$ cat config.mk
export PLATFORM = sky130hd
export DESIGN_NAME = text_packet_stream_deframer_unit_flat
export DESIGN_NICKNAME = d
export VERILOG_FILES = /design/src/rtl/tpsd_pkg.sv /design/src/rtl/tpsd_stream_if.sv /design/src/rtl/text_packet_stream_deframer_unit.sv /design/src/rtl/tpsd_ram.sv /design/src/rtl/tpsd_core.sv /design/src/flat_wrapper.sv
export SDC_FILE = /design/constraint.sdc
export NUM_CORES = 1
export LEC_CHECK = 0
export BUFFER_PORTS_ARGS = -buffer_cell sky130_fd_sc_hd__buf_2
export CORE_MARGIN = 5
export CORE_UTILIZATION = 45
export DETAILED_ROUTE_END_ITERATION = 6
export PLACE_DENSITY_LB_ADDON = 0.2
export REMOVE_ABC_BUFFERS = 1
export SKIP_CTS_REPAIR_TIMING = 1
export SLEW_MARGIN = 0
export SYNTH_ARGS = -nofsm -noshare
export SYNTH_HDL_FRONTEND = slang
export SYNTH_SLANG_ARGS = --single-unit
$ cat constraint.sdc
create_clock -name i_clk -period 10.5 [get_ports i_clk]
set_input_delay 1.05 -clock i_clk [delete_from_list [all_inputs] [get_ports i_clk]]
set_output_delay 1.05 -clock i_clk [all_outputs]
set_load 0.05 [all_outputs]
$ cat src/rtl/tpsd_pkg.sv
// shared types, codes and the crc step of the text packet stream deframer
package tpsd_pkg;

    localparam int TPSD_NUM_CHANNELS = 128;

    localparam logic [15:0] CRC_POLY      = 16'h1021;
    localparam logic [7:0]  MAX_LEN_RESET = 8'd254;
    localparam logic [7:0]  BYTE_MAX      = 8'hFF;

    localparam logic [1:0] OP_RX  = 2'd0;
    localparam logic [1:0] OP_ARM = 2'd1;
    localparam logic [1:0] OP_CLR = 2'd2;

    localparam logic [2:0] KIND_TEXT    = 3'd0;
    localparam logic [2:0] KIND_PAYLOAD = 3'd1;
    localparam logic [2:0] KIND_OK      = 3'd2;
    localparam logic [2:0] KIND_BAD     = 3'd3;
    localparam logic [2:0] KIND_ABORT   = 3'd4;

    typedef enum logic [3:0] {
        MODE_TEXT    = 4'b0001,
        MODE_COBS    = 4'b0010,
        MODE_DATA    = 4'b0100,
        MODE_DISCARD = 4'b1000
    } t_mode;

    typedef struct packed {
        logic [1:0] opcode;
        logic [7:0] rx_value;
        logic [6:0] arm_channel;
    } t_item;

    typedef struct packed {
        logic        valid;
        logic [2:0]  kind;
        logic [7:0]  byte_out;
        logic [6:0]  chan_out;
        logic [31:0] errors_out;
    } t_result;

    typedef struct packed {
        logic       en;
        logic [6:0] addr;
        logic       data;
    } t_arm_wr;

    // one byte of crc-16-ccitt, msb first
    function automatic logic [15:0] crc16_step(input logic [15:0] crc, input logic [7:0] b);
        logic [15:0] c;
        c = crc ^ {b, 8'h00};
        for (int k = 0; k < 8; k++) begin
            c = c[15] ? ({c[14:0], 1'b0} ^ CRC_POLY) : {c[14:0], 1'b0};
        end
        return c;
    endfunction

endpackage

$ cat src/rtl/tpsd_stream_if.sv
// valid/ready stream interfaces for input items and result items
interface tpsd_in_if import tpsd_pkg::*; ();
    logic       valid;
    logic       ready;
    logic [1:0] opcode;
    logic [7:0] rx_value;
    logic [6:0] arm_channel;

    modport source (output valid, output opcode, output rx_value, output arm_channel,
                    input ready);
    modport sink   (input valid, input opcode, input rx_value, input arm_channel,
                    output ready);
endinterface

interface tpsd_out_if import tpsd_pkg::*; ();
    logic        valid;
    logic        ready;
    logic [2:0]  kind;
    logic [7:0]  byte_out;
    logic [6:0]  chan_out;
    logic [31:0] errors_out;

    modport source (output valid, output kind, output byte_out, output chan_out,
                    output errors_out, input ready);
    modport sink   (input valid, input kind, input byte_out, input chan_out,
                    input errors_out, output ready);
endinterface

$ cat src/rtl/text_packet_stream_deframer_unit.sv
// Text/packet stream deframer: splits a received byte stream into text and cobs packets.
// Input channel i_in (valid/ready) carries one opcode per transfer: a received byte,
// a channel arm, or an error count clear. Output channel o_out (valid/ready) carries
// zero or one result per input transfer: a text char, a payload byte, or a packet
// verdict (ok, bad crc or short, aborted) with the current error count.
// Configuration: i_cfg_we writes i_cfg_wdata into the max encoded length register;
// write only while the block is idle.
// Throughput: one input transfer per cycle unless o_out stalls or a clearing pass runs.
// The armed-channel table is a ram with a registered read, read at accept, written back
// when the work stage fires; a forwarding register covers a write made during a read.
// Path: an input transfer is registered in the work stage, and its result in the output
// register that drives o_out, which holds it until taken.
// Reset (synchronous, active low): the control state clears, then a clearing pass over
// all NUM_CHANNELS entries disarms every channel; i_in.ready stays low for that pass.
// Stalls: the output register holds a result until taken; while it is full and not
// taken, the work stage holds its item and i_in.ready drops, so nothing is lost.
module text_packet_stream_deframer_unit import tpsd_pkg::*; #(
    parameter int NUM_CHANNELS = TPSD_NUM_CHANNELS
) (
    input  logic       i_clk,
    input  logic       i_rst_n,
    tpsd_in_if.sink    i_in,
    tpsd_out_if.source o_out,
    input  logic       i_cfg_we,
    input  logic [7:0] i_cfg_wdata
);
    localparam int CH_AW = (NUM_CHANNELS > 1) ? $clog2(NUM_CHANNELS) : 1;

    logic             accept;
    logic             s1_fire;
    logic             r_s1_v;
    t_item            r_s1_item;
    logic             r_clr_busy;
    logic [CH_AW-1:0] r_clr_idx;
    logic             r_fwd_v;
    logic [CH_AW-1:0] r_fwd_addr;
    logic             r_fwd_data;
    logic             ram_we;
    logic [CH_AW-1:0] ram_waddr;
    logic             ram_wdata;
    logic             ram_rdata;
    logic [CH_AW-1:0] s1_addr;
    logic             armed;
    t_result          core_res;
    t_arm_wr          core_wr;
    logic             r_o_v;
    t_result          r_o;

    assign s1_fire    = r_s1_v && (!r_o_v || o_out.ready);
    assign i_in.ready = !r_clr_busy && (!r_s1_v || s1_fire);
    assign accept     = i_in.valid && i_in.ready;

    assign s1_addr = r_s1_item.rx_value[CH_AW-1:0];
    assign armed   = (r_fwd_v && (r_fwd_addr == s1_addr)) ? r_fwd_data : ram_rdata;

    assign ram_we    = r_clr_busy || core_wr.en;
    assign ram_waddr = r_clr_busy ? r_clr_idx : core_wr.addr[CH_AW-1:0];
    assign ram_wdata = r_clr_busy ? 1'b0 : core_wr.data;

    tpsd_ram #(
        .WIDTH (1),
        .DEPTH (NUM_CHANNELS),
        .AW    (CH_AW)
    ) u_arm_ram (
        .i_clk   (i_clk),
        .i_we    (ram_we),
        .i_waddr (ram_waddr),
        .i_wdata (ram_wdata),
        .i_re    (accept),
        .i_raddr (i_in.rx_value[CH_AW-1:0]),
        .o_rdata (ram_rdata)
    );

    tpsd_core #(
        .NUM_CHANNELS (NUM_CHANNELS)
    ) u_core (
        .i_clk       (i_clk),
        .i_rst_n     (i_rst_n),
        .i_fire      (s1_fire),
        .i_item      (r_s1_item),
        .i_armed     (armed),
        .i_cfg_we    (i_cfg_we),
        .i_cfg_wdata (i_cfg_wdata),
        .o_res       (core_res),
        .o_wr        (core_wr)
    );

    always_ff @(posedge i_clk) begin
        if (!i_rst_n) begin
            r_s1_v     <= 1'b0;
            r_clr_busy <= 1'b1;
            r_clr_idx  <= '0;
            r_fwd_v    <= 1'b0;
            r_o_v      <= 1'b0;
        end else begin
            if (accept) begin
                r_s1_v <= 1'b1;
            end else if (s1_fire) begin
                r_s1_v <= 1'b0;
            end
            if (r_clr_busy) begin
                if (r_clr_idx == CH_AW'(NUM_CHANNELS - 1)) begin
                    r_clr_busy <= 1'b0;
                end else begin
                    r_clr_idx <= r_clr_idx + CH_AW'(1);
                end
            end
            if (accept) begin
                r_fwd_v <= core_wr.en;
            end
            if (s1_fire) begin
                r_o_v <= core_res.valid;
            end else if (o_out.ready) begin
                r_o_v <= 1'b0;
            end
        end
    end

    always_ff @(posedge i_clk) begin
        if (accept) begin
            r_s1_item.opcode      <= i_in.opcode;
            r_s1_item.rx_value    <= i_in.rx_value;
            r_s1_item.arm_channel <= i_in.arm_channel;
            r_fwd_addr            <= core_wr.addr[CH_AW-1:0];
            r_fwd_data            <= core_wr.data;
        end
        if (s1_fire) begin
            r_o <= core_res;
        end
    end

    assign o_out.valid      = r_o_v;
    assign o_out.kind       = r_o.kind;
    assign o_out.byte_out   = r_o.byte_out;
    assign o_out.chan_out   = r_o.chan_out;
    assign o_out.errors_out = r_o.errors_out;

`ifndef SYNTHESIS
    a_no_accept_in_clear: assert property (@(posedge i_clk) disable iff (!i_rst_n)
        r_clr_busy |-> !i_in.ready)
        else $error("input accepted during clearing pass");

    a_write_source: assert property (@(posedge i_clk) disable iff (!i_rst_n)
        core_wr.en |-> (s1_fire && !r_clr_busy))
        else $error("arm table write outside a work stage transfer");

    a_stage_loaded: assert property (@(posedge i_clk) disable iff (!i_rst_n)
        accept |=> r_s1_v)
        else $error("accepted item missing from work stage");
`endif
endmodule

$ cat src/rtl/tpsd_ram.sv
// generic single-port-write, registered-read ram
module tpsd_ram #(
    parameter int WIDTH = 1,
    parameter int DEPTH = 128,
    parameter int AW    = (DEPTH > 1) ? $clog2(DEPTH) : 1
) (
    input  logic             i_clk,
    input  logic             i_we,
    input  logic [AW-1:0]    i_waddr,
    input  logic [WIDTH-1:0] i_wdata,
    input  logic             i_re,
    input  logic [AW-1:0]    i_raddr,
    output logic [WIDTH-1:0] o_rdata
);
    logic [WIDTH-1:0] r_mem [DEPTH];
    logic [WIDTH-1:0] r_rdata;

    always_ff @(posedge i_clk) begin
        if (i_we) begin
            r_mem[i_waddr] <= i_wdata;
        end
        if (i_re) begin
            r_rdata <= r_mem[i_raddr];
        end
    end

    assign o_rdata = r_rdata;
endmodule

$ cat src/rtl/tpsd_core.sv
// per-byte deframing state: cobs decode, crc, hold line and error count
module tpsd_core import tpsd_pkg::*; #(
    parameter int NUM_CHANNELS = TPSD_NUM_CHANNELS
) (
    input  logic      i_clk,
    input  logic      i_rst_n,
    input  logic      i_fire,
    input  t_item     i_item,
    input  logic      i_armed,
    input  logic      i_cfg_we,
    input  logic [7:0] i_cfg_wdata,
    output t_result   o_res,
    output t_arm_wr   o_wr
);
    t_mode       r_mode, n_mode;
    logic [6:0]  r_cur, n_cur;
    logic [7:0]  r_cd, n_cd;
    logic [7:0]  r_bc, n_bc;
    logic [7:0]  r_disc, n_disc;
    logic [15:0] r_crc, n_crc;
    logic [7:0]  r_h0, n_h0;
    logic [7:0]  r_h1, n_h1;
    logic [1:0]  r_hc, n_hc;
    logic [31:0] r_err, n_err;
    logic [7:0]  r_max_len;

    logic [7:0] b;
    logic [7:0] cd_dec;
    logic [7:0] dec;
    logic       hdr_ok;
    logic       arm_ok;
    logic       good;

    assign b      = i_item.rx_value;
    assign cd_dec = r_cd - 8'd1;
    assign dec    = (cd_dec == 8'd0) ? 8'd0 : b;
    assign hdr_ok = (8'(b[6:0]) < 8'(NUM_CHANNELS)) && i_armed;
    assign arm_ok = 8'(i_item.arm_channel) < 8'(NUM_CHANNELS);
    assign good   = r_hc[1] && ({r_h1, r_h0} == r_crc);

    always_comb begin
        n_mode = r_mode;
        n_cur  = r_cur;
        n_cd   = r_cd;
        n_bc   = r_bc;
        n_disc = r_disc;
        n_crc  = r_crc;
        n_h0   = r_h0;
        n_h1   = r_h1;
        n_hc   = r_hc;
        n_err  = r_err;
        o_res  = '0;
        o_wr   = '0;
        if (i_fire) begin
            case (i_item.opcode)
                OP_ARM: begin
                    o_wr.en   = arm_ok;
                    o_wr.addr = i_item.arm_channel;
                    o_wr.data = 1'b1;
                end
                OP_CLR: begin
                    n_err = '0;
                end
                OP_RX: begin
                    unique case (r_mode)
                        MODE_TEXT: begin
                            if (b[7]) begin
                                if (hdr_ok) begin
                                    n_cur  = b[6:0];
                                    n_bc   = '0;
                                    n_hc   = '0;
                                    n_crc  = {b, ~b};
                                    n_mode = MODE_COBS;
                                end else begin
                                    n_err  = r_err + 32'd1;
                                    n_disc = '0;
                                    n_mode = MODE_DISCARD;
                                end
                            end else if (b != 8'd0) begin
                                o_res.valid    = 1'b1;
                                o_res.kind     = KIND_TEXT;
                                o_res.byte_out = b;
                            end
                        end
                        MODE_DISCARD: begin
                            if (b == 8'd0) begin
                                n_mode = MODE_TEXT;
                            end else begin
                                if (r_disc != BYTE_MAX) begin
                                    n_disc = r_disc + 8'd1;
                                end
                                if (n_disc == BYTE_MAX) begin
                                    n_mode = MODE_TEXT;
                                end
                            end
                        end
                        MODE_COBS: begin
                            if (b == 8'd0) begin
                                n_err          = r_err + 32'd1;
                                n_mode         = MODE_TEXT;
                                o_res.valid    = 1'b1;
                                o_res.kind     = KIND_ABORT;
                                o_res.chan_out = r_cur;
                            end else begin
                                n_cd   = b;
                                n_mode = MODE_DATA;
                            end
                        end
                        MODE_DATA: begin
                            if (b == 8'd0) begin
                                o_wr.en        = 1'b1;
                                o_wr.addr      = r_cur;
                                o_wr.data      = 1'b0;
                                n_mode         = MODE_TEXT;
                                o_res.valid    = 1'b1;
                                o_res.chan_out = r_cur;
                                if (good) begin
                                    o_res.kind = KIND_OK;
                                end else begin
                                    n_err      = r_err + 32'd1;
                                    o_res.kind = KIND_BAD;
                                end
                            end else if (r_bc >= r_max_len) begin
                                n_err          = r_err + 32'd1;
                                n_disc         = (r_bc != BYTE_MAX) ? r_bc + 8'd1 : BYTE_MAX;
                                n_mode         = MODE_DISCARD;
                                o_res.valid    = 1'b1;
                                o_res.kind     = KIND_ABORT;
                                o_res.chan_out = r_cur;
                            end else begin
                                n_cd = (cd_dec == 8'd0) ? b : cd_dec;
                                n_bc = r_bc + 8'd1;
                                if (!r_hc[1]) begin
                                    if (r_hc[0]) begin
                                        n_h1 = dec;
                                    end else begin
                                        n_h0 = dec;
                                    end
                                    n_hc = r_hc + 2'd1;
                                end else begin
                                    n_crc          = crc16_step(r_crc, r_h0);
                                    n_h0           = r_h1;
                                    n_h1           = dec;
                                    o_res.valid    = 1'b1;
                                    o_res.kind     = KIND_PAYLOAD;
                                    o_res.byte_out = r_h0;
                                    o_res.chan_out = r_cur;
                                end
                            end
                        end
                        default: begin
                            n_mode = MODE_TEXT;
                        end
                    endcase
                end
                default: begin
                end
            endcase
        end
        o_res.errors_out = n_err;
    end

    always_ff @(posedge i_clk) begin
        if (!i_rst_n) begin
            r_mode    <= MODE_TEXT;
            r_cur     <= '0;
            r_cd      <= '0;
            r_bc      <= '0;
            r_disc    <= '0;
            r_crc     <= '0;
            r_hc      <= '0;
            r_err     <= '0;
            r_max_len <= MAX_LEN_RESET;
        end else begin
            r_mode <= n_mode;
            r_cur  <= n_cur;
            r_cd   <= n_cd;
            r_bc   <= n_bc;
            r_disc <= n_disc;
            r_crc  <= n_crc;
            r_hc   <= n_hc;
            r_err  <= n_err;
            if (i_cfg_we) begin
                r_max_len <= i_cfg_wdata;
            end
        end
    end

    // hold line needs no reset, the fill count guards every read
    always_ff @(posedge i_clk) begin
        r_h0 <= n_h0;
        r_h1 <= n_h1;
    end
endmodule
$ cat src/flat_wrapper.sv
// flat-port wrapper written by rule: the top's interface ports become plain ports
module text_packet_stream_deframer_unit_flat import tpsd_pkg::*;
#(
    parameter int NUM_CHANNELS = TPSD_NUM_CHANNELS
)
  (i_clk, i_rst_n, i_cfg_we, i_cfg_wdata, i_in_valid, i_in_opcode, i_in_rx_value, i_in_arm_channel, i_in_ready, o_out_valid, o_out_kind, o_out_byte_out, o_out_chan_out, o_out_errors_out, o_out_ready);
  tpsd_in_if i_in_i ();
  tpsd_out_if o_out_i ();
  input  logic i_clk;
  input  logic i_rst_n;
  input  logic i_cfg_we;
  input  logic [7:0] i_cfg_wdata;
  input wire logic [$bits(i_in_i.valid)-1:0] i_in_valid;
  input wire logic [$bits(i_in_i.opcode)-1:0] i_in_opcode;
  input wire logic [$bits(i_in_i.rx_value)-1:0] i_in_rx_value;
  input wire logic [$bits(i_in_i.arm_channel)-1:0] i_in_arm_channel;
  output wire logic [$bits(i_in_i.ready)-1:0] i_in_ready;
  output wire logic [$bits(o_out_i.valid)-1:0] o_out_valid;
  output wire logic [$bits(o_out_i.kind)-1:0] o_out_kind;
  output wire logic [$bits(o_out_i.byte_out)-1:0] o_out_byte_out;
  output wire logic [$bits(o_out_i.chan_out)-1:0] o_out_chan_out;
  output wire logic [$bits(o_out_i.errors_out)-1:0] o_out_errors_out;
  input wire logic [$bits(o_out_i.ready)-1:0] o_out_ready;
  assign i_in_i.valid = i_in_valid;
  assign i_in_i.opcode = i_in_opcode;
  assign i_in_i.rx_value = i_in_rx_value;
  assign i_in_i.arm_channel = i_in_arm_channel;
  assign i_in_ready = i_in_i.ready;
  assign o_out_valid = o_out_i.valid;
  assign o_out_kind = o_out_i.kind;
  assign o_out_byte_out = o_out_i.byte_out;
  assign o_out_chan_out = o_out_i.chan_out;
  assign o_out_errors_out = o_out_i.errors_out;
  assign o_out_i.ready = o_out_ready;
  text_packet_stream_deframer_unit #(.NUM_CHANNELS(NUM_CHANNELS)) u_core (.i_clk(i_clk), .i_rst_n(i_rst_n), .i_in(i_in_i), .o_out(o_out_i), .i_cfg_we(i_cfg_we), .i_cfg_wdata(i_cfg_wdata));
endmodule
==> flow_metrics.env, run 1 <==
export IMPL_status="finished, final reports clean"
export IMPL_final_antenna_net_count=0
export IMPL_avgSynthCellArea_sq_um=10.84
export IMPL_rows=68
export IMPL_io_buffers=81
export IMPL_routedWlPerCell_microns=20.42
export IMPL_synth_seq_cells=324
export IMPL_cts_tree="done"
export IMPL_cts_made_buffers=37
export IMPL_grt_pass1_wl_microns=62770
export IMPL_antenna_cells=0
export IMPL_worstPathArrival_ns=4.58
export IMPL_grt_max_degree=129
export IMPL_ys_seq_area_share_pct=55.37
export IMPL_placed_area_sq_um=16450
export IMPL_io_pins=82
export IMPL_fin_util_pct=51.31
export IMPL_antenna_found_initial=0
export IMPL_met1_usage_pct=26.80
export IMPL_root_buffer="clkbuf_16"
export IMPL_rsz0062_at_grt="false"
export IMPL_worstPathRequired_ns=10.77
export IMPL_finalClockSkew_ns=0.01439
export IMPL_stdcell_count=1983
export IMPL_setup_viol=0
export IMPL_initial_utilization_pct=45.53
export IMPL_p_switching_uw=573.5
export IMPL_synthArstFlopShare_pct=0
export IMPL_power_frac_clock_pct=47.9
export IMPL_synth_top_area_share_pct=42.11
export IMPL_insertion_delay_ns=0.55
export IMPL_busiest_layer="met2"
export IMPL_min_path_type="reg -> reg"
export IMPL_cap_violations=0
export IMPL_setup_tns_ns=0
export IMPL_die_h_microns=196.7
export IMPL_core_sq_um=34460
export IMPL_grt_use_met2_pct=35.55
export IMPL_ys_top_cells_by_area="edfxtp_1, dfxtp_1, mux4_2"
export IMPL_comb_power_share_pct=2.6
export IMPL_clkTransAtPathRegs_ns=0.06
export IMPL_worstMarginPinSlew_ns=1.166
export IMPL_firstDrtPassIters=5
export IMPL_crit_fanout=18
export IMPL_drt_iter0_drc=932
export IMPL_wirelength_microns=40500
export IMPL_clkSinkCount=324
export IMPL_design_die_area_sq_um=38700
export IMPL_syn_inst=1448
export IMPL_fin_nets=1544
export IMPL_synth_edff_count=220
export IMPL_area_growth_pct=12.68
export IMPL_ir_worst_vdd_mv=0.1456
export IMPL_max_slew_margin_pct=21.65
export IMPL_cp_end_kind="flip-flop"
export IMPL_gp_congestion=0.8762
export IMPL_layout_min_cycle_time_ns=4.310
export IMPL_synth_cell_types=72
export IMPL_ys_warn_count=0
export IMPL_stdcell_area_sq_um=17680
export IMPL_grt_pass1_vias=10970
export IMPL_max_clock_path_buffers=3
export IMPL_synth_main_ff_cell="edfxtp_1"
export IMPL_grt_usage_pct=20.52
export IMPL_avgViaCountPerCell=5.878
export IMPL_chipWidth_microns=196.7
export IMPL_p_seq_share_pct=49.5
export IMPL_route_detailed_drc=0
export IMPL_drive_gt1_share_pct=14.14
export IMPL_hold_violations=0
export IMPL_finalCritPeriodShare_pct=41.05
export IMPL_syn_area_sq_um=15690
export IMPL_synth_top_area_cell="edfxtp_1"
export IMPL_cts_htree_levels=2
export IMPL_power_leakage_uw=0.005971
export IMPL_finalPower_uw=2737
export IMPL_use_met3_pct=2.991
export IMPL_fmax_ghz=0.2320
export IMPL_routed_via_count=11660
export IMPL_dp_hpwl_microns=26790
export IMPL_powerDensity_nw_per_um2=154.8
export IMPL_dp_cells=1916
export IMPL_intPower_uw=2163
export IMPL_p_sw_share_pct=20.96
export IMPL_startpoint_type="flip-flop"
export IMPL_grt_ovfl_total=0
export IMPL_crit_type="reg -> reg"
export IMPL_maxSlewViolCount=0
power groups by stage:
stage	clock, uW	combinational [uW]	sequential, uW
detailed placement	0	72.2	1380
global route	1400	77.2	1350
finish	1310	71.1	1350
floorplan	0	34.6	1380
CTS	1340	72.4	1350
global placement	0	71.1	1380
cell usage in the layout (no fill, tap or decap), drive strengths merged, types with 23 or more instances in the layout:
master    n
nand4    32
buf      94
inv      29
nand2   146
a21oi    54
xor2     33
dfxtp   104
xnor2    30
edfxtp  220
clkbuf   53
and2     30
a22oi    23
nor3     31
o21ai    51
nand3    47
mux4     42
nor2    225
worst max-delay path, cell delays in order, from the launching register on:
cell and delay (ns):
edfxtp_1 0.54, or4_4 0.61, nor2_2 0.32, nor2_1 0.16
nor2_1 0.75, nand3_1 0.83, o211a_1 0.46, or3_1 0.36
synth_stat cells, types with 3 or more instances:
master       n
nor3_1      31
or4b_1       3
o211a_1      4
or3_1       19
inv_1       26
a311oi_1     9
buf_2       17
nand3b_1     3
xnor2_1     30
a31oi_1     18
ha_1        14
o311ai_0     3
o31ai_1     15
o211ai_1    22
a211oi_1     8
nor2_1     224
mux2_2      10
o31a_1       5
and3_1      17
clkbuf_1    57
o21a_1       3
o21ai_0     50
mux2i_1     18
nor2b_1     17
nand2b_1     5
a21oi_1     54
xor2_1      33
and4_1       4
a22oi_1     22
buf_1        7
or2_2        5
nand3_1     47
dfxtp_1    104
nor3b_1      3
nor4_1      10
or4_1       11
o2111ai_1    7
o221ai_1     3
nand4_1     32
and2_1      30
nand2_1    146
edfxtp_1   220
o22ai_1      5
mux4_2      42
per-layer routing:
metal	vias to the layer above	wire length [microns]
met5	-	0
met4	0	1128
met3	85	2536
met2	420	20110
met1	5647	16720
li1	5504	-
path summary, 6_finish.rpt:
| check | cells after the start | slack (ns) | end | from |
|---|---|---|---|---|
| max | 7 | 6.19 | u_core.o_out.errors_out[3] | u_core.r_s1_item[11] |
| min | 2 | 0.48 | u_core.r_fwd_v | u_core.r_fwd_v |
| max reg2reg | 7 | 6.19 | u_core.o_out.errors_out[3] | u_core.r_s1_item[11] |
| min reg2reg | 2 | 0.48 | u_core.r_fwd_v | u_core.r_fwd_v |
cells by family after synthesis:
group / share of synthesized area (%)
AOI/OAI and AO/OA: 10.63
DFF: 55.37
buffers and inverters: 2.719
muxes: 7.895
adders and majority gates: 1.116
and+or+nand+nor: 18.75
xor gates and xnor gates: 3.517
final cells by class:
class                      instances  area (sq um)
fill                            3061         16780
sequential                       324          8688
multi-input combinational       1016          6589
clock buffer                      53          1027
tap                              455         569.3
timing repair buffer              94         503.0
clock inverter                    14         201.4
inverter                          27         101.3
sequential cells by signal, indices dropped and copies added, names as in the netlist, 2 cells and up:
| signal | count |
|---|---|
| u_core.o_out.errors_out | 32 |
| u_core.u_core.r_mode | 4 |
| u_core.u_core.r_disc | 8 |
| u_core.u_core.r_max_len | 8 |
| u_core.r_clr_idx | 7 |
| u_core.u_core.r_cur | 7 |
| u_core.r_s1_item | 17 |
| u_core.o_out.kind | 3 |
| u_core.o_out.chan_out | 7 |
| u_core.o_out.byte_out | 8 |
| u_core.u_core.r_hc | 2 |
| u_core.u_arm_ram.r_mem | 128 |
| u_core.u_core.r_cd | 8 |
| u_core.u_core.r_h0 | 8 |
| u_core.u_core.r_err | 32 |
| u_core.u_core.r_h1 | 8 |
| u_core.u_core.r_bc | 8 |
| u_core.r_fwd_addr | 7 |
| u_core.u_core.r_crc | 16 |
through the flow:
step	hold slack (ns)	setup WS [ns]
after global placement	0.4730	6.431
after detailed placement	0.4805	6.306
after CTS	0.4880	6.241
final	0.4843	6.190
after floorplan	0.4496	2.814
after global routing	0.5082	5.986
No activity file was read; power rests on OpenSTA's default activity.
==> inputs of run 2 (changes only) <==
- clock period: 10.5 -> 3.6 ns (I/O delays scaled with it)
==> run 2 against run 1 <==
Die area is the same; via count grew 1.7%; critical path depth is the same; maximum frequency grew 29%; clock skew grew 0.0048 ns; highest routed layer unchanged; register-to-register slack lost 5.9 ns; hold slack lost 0.45 ns.
==> flow_metrics.env, run 2 (synthesis results as in run 1) <==
export IMPL_status="finished, final reports clean"
export IMPL_stdcell_area_sq_um=18070
export IMPL_largest_reg_flops=128
export IMPL_hold_slack_ns=0.03734
export IMPL_chipWidth_microns=196.7
export IMPL_crit_fanout=8
export IMPL_clkTransAtPathRegs_ns=0.06
export IMPL_grt_ovfl_total=0
export IMPL_final_cell_mix="nor2_1, edfxtp_1, nand2_1, dfxtp_1, buf_2"
export IMPL_cap_violations=0
export IMPL_wirelength_microns=41610
export IMPL_rows=68
export IMPL_design_die_area_sq_um=38700
export IMPL_layout_commonest_cell="nor2_1"
export IMPL_antenna_cells=0
export IMPL_fmax_ghz=0.2996
export IMPL_io_buffers=81
export IMPL_cts_htree_levels=2
export IMPL_routedWlPerCell_microns=20.48
export IMPL_dp_hpwl_microns=27950
export IMPL_setup_viol=0
export IMPL_max_slew_margin_pct=24.63
export IMPL_maxSlewViolCount=0
export IMPL_io_pins=82
export IMPL_antenna_found_initial=0
export IMPL_grt_usage_pct=21.16
export IMPL_final_antenna_net_count=0
export IMPL_regMostFlops="u_core.u_arm_ram.r_mem"
export IMPL_clkSinkCount=324
export IMPL_worstPathRequired_ns=3.84
export IMPL_grt_pass1_vias=11660
export IMPL_avgViaCountPerCell=5.831
export IMPL_powerDensity_nw_per_um2=435.4
export IMPL_layout_min_cycle_time_ns=3.338
export IMPL_routed_via_count=11850
export IMPL_cts_tree="done"
export IMPL_crit_type="reg -> reg"
export IMPL_finalCritPeriodShare_pct=92.72
export IMPL_worstPathArrival_ns=3.58
export IMPL_startpoint_type="flip-flop"
export IMPL_initial_utilization_pct=45.53
export IMPL_root_buffer="clkbuf_16"
export IMPL_worstMarginPinSlew_ns=1.129
export IMPL_dp_cells=1957
export IMPL_die_h_microns=196.7
export IMPL_fillers=3114
export IMPL_placed_area_sq_um=16800
export IMPL_grt_pass1_wl_microns=64950
export IMPL_stdcell_count=2032
export IMPL_cts_made_buffers=37
export IMPL_finalClockSkew_ns=0.01919
export IMPL_max_clock_path_buffers=3
export IMPL_insertion_delay_ns=0.54
export IMPL_fin_nets=1592
export IMPL_gp_congestion=0.8886
export IMPL_rsz0062_at_grt="false"
export IMPL_hold_violations=0
export IMPL_grt_max_degree=129
export IMPL_area_growth_pct=15.20
export IMPL_firstDrtPassIters=5
export IMPL_ir_worst_vdd_mv=0.3970
export IMPL_core_sq_um=34460
export IMPL_power_leakage_uw=0.006217
export IMPL_min_path_type="in -> reg"
export IMPL_drt_iter0_drc=767
export IMPL_drive_gt1_share_pct=16.61
export IMPL_route_detailed_drc=0
export IMPL_cp_end_kind="flip-flop"
run 2: cell types whose count changed in the layout (fill, tap and decap cells not counted):
| cell | previous run | this run |
|---|---|---|
| buf_4 | 13 | 51 |
| dlygate4sd3_1 | 0 | 7 |
| clkbuf_1 | 13 | 7 |
| clkinv_2 | 2 | 7 |
| buf_12 | 0 | 3 |
| clkinv_1 | 3 | 6 |
| bufinv_16 | 4 | 2 |
| clkbuf_16 | 38 | 39 |
| clkinvlp_4 | 2 | 3 |
| inv_6 | 1 | 0 |
| nor2b_1 | 17 | 16 |
| nor2b_2 | 0 | 1 |
run 2: path summary, 6_finish.rpt:
kind | slack [ns] | startpoint | cells past startpoint | end
hold / removal | 0.04 | i_in_arm_channel[4] | 1 | u_core.r_s1_item[4]
hold reg to reg | 0.48 | u_core.u_core.r_max_len[6] | 2 | u_core.u_core.r_max_len[6]
setup / recovery | 0.26 | u_core.u_core.r_mode[3] | 7 | u_core.u_arm_ram.r_mem[86]
setup reg to reg | 0.26 | u_core.u_core.r_mode[3] | 7 | u_core.u_arm_ram.r_mem[86]
run 2: metal layers:
metal,vias to the layer above,track usage [%],routed length [microns]
li1,5596,-,-
met1,5753,26.60,16580
met2,415,37.56,21160
met3,85,3.333,2696
met4,0,6.754,1174
met5,-,0,0
run 2: layout make-up:
| type | instances | area [sq um] | area share (%) |
|---|---|---|---|
| clock inverter | 20 | 176.4 | 0.9760 |
| timing repair buffer | 142 | 918.4 | 5.081 |
| clock buffer | 48 | 1030 | 5.697 |
| sequential | 324 | 8688 | 48.07 |
| tap | 455 | 569.3 | 3.150 |
| multi-input combinational | 1016 | 6591 | 36.47 |
| inverter | 27 | 101.3 | 0.5607 |
run 2: metrics by stage:
stage	setup TNS [ns]	utilization, %	power, uW	setup WS [ns]
floorplan	-512.33	-	4128	-3.992
global placement	0	48.74	4250	0.2626
detailed placement	0	48.74	4252	0.1814
CTS	0	52.24	7947	0.1542
global route	0	52.45	8150	0.03908
finish	0	52.45	7869	0.2621
run 2: power by group:
group          internal (uW)  leakage [uW]  switching [uW]
Combinational           86.3       0.00279             141
Sequential              3940       0.00284            6.39
Clock                   2180      0.000585            1510
Total                   6210       0.00622            1660
run 2: worst max-delay path, cell delays in order (launching register included):
cell and delay, ns:
dfxtp_1 0.39, or4b_1 0.62, nor4_4 0.55, a22oi_1 0.17
o31ai_1 0.46, nor2b_1 0.38, nand2_1 0.28, nor2_1 0.19
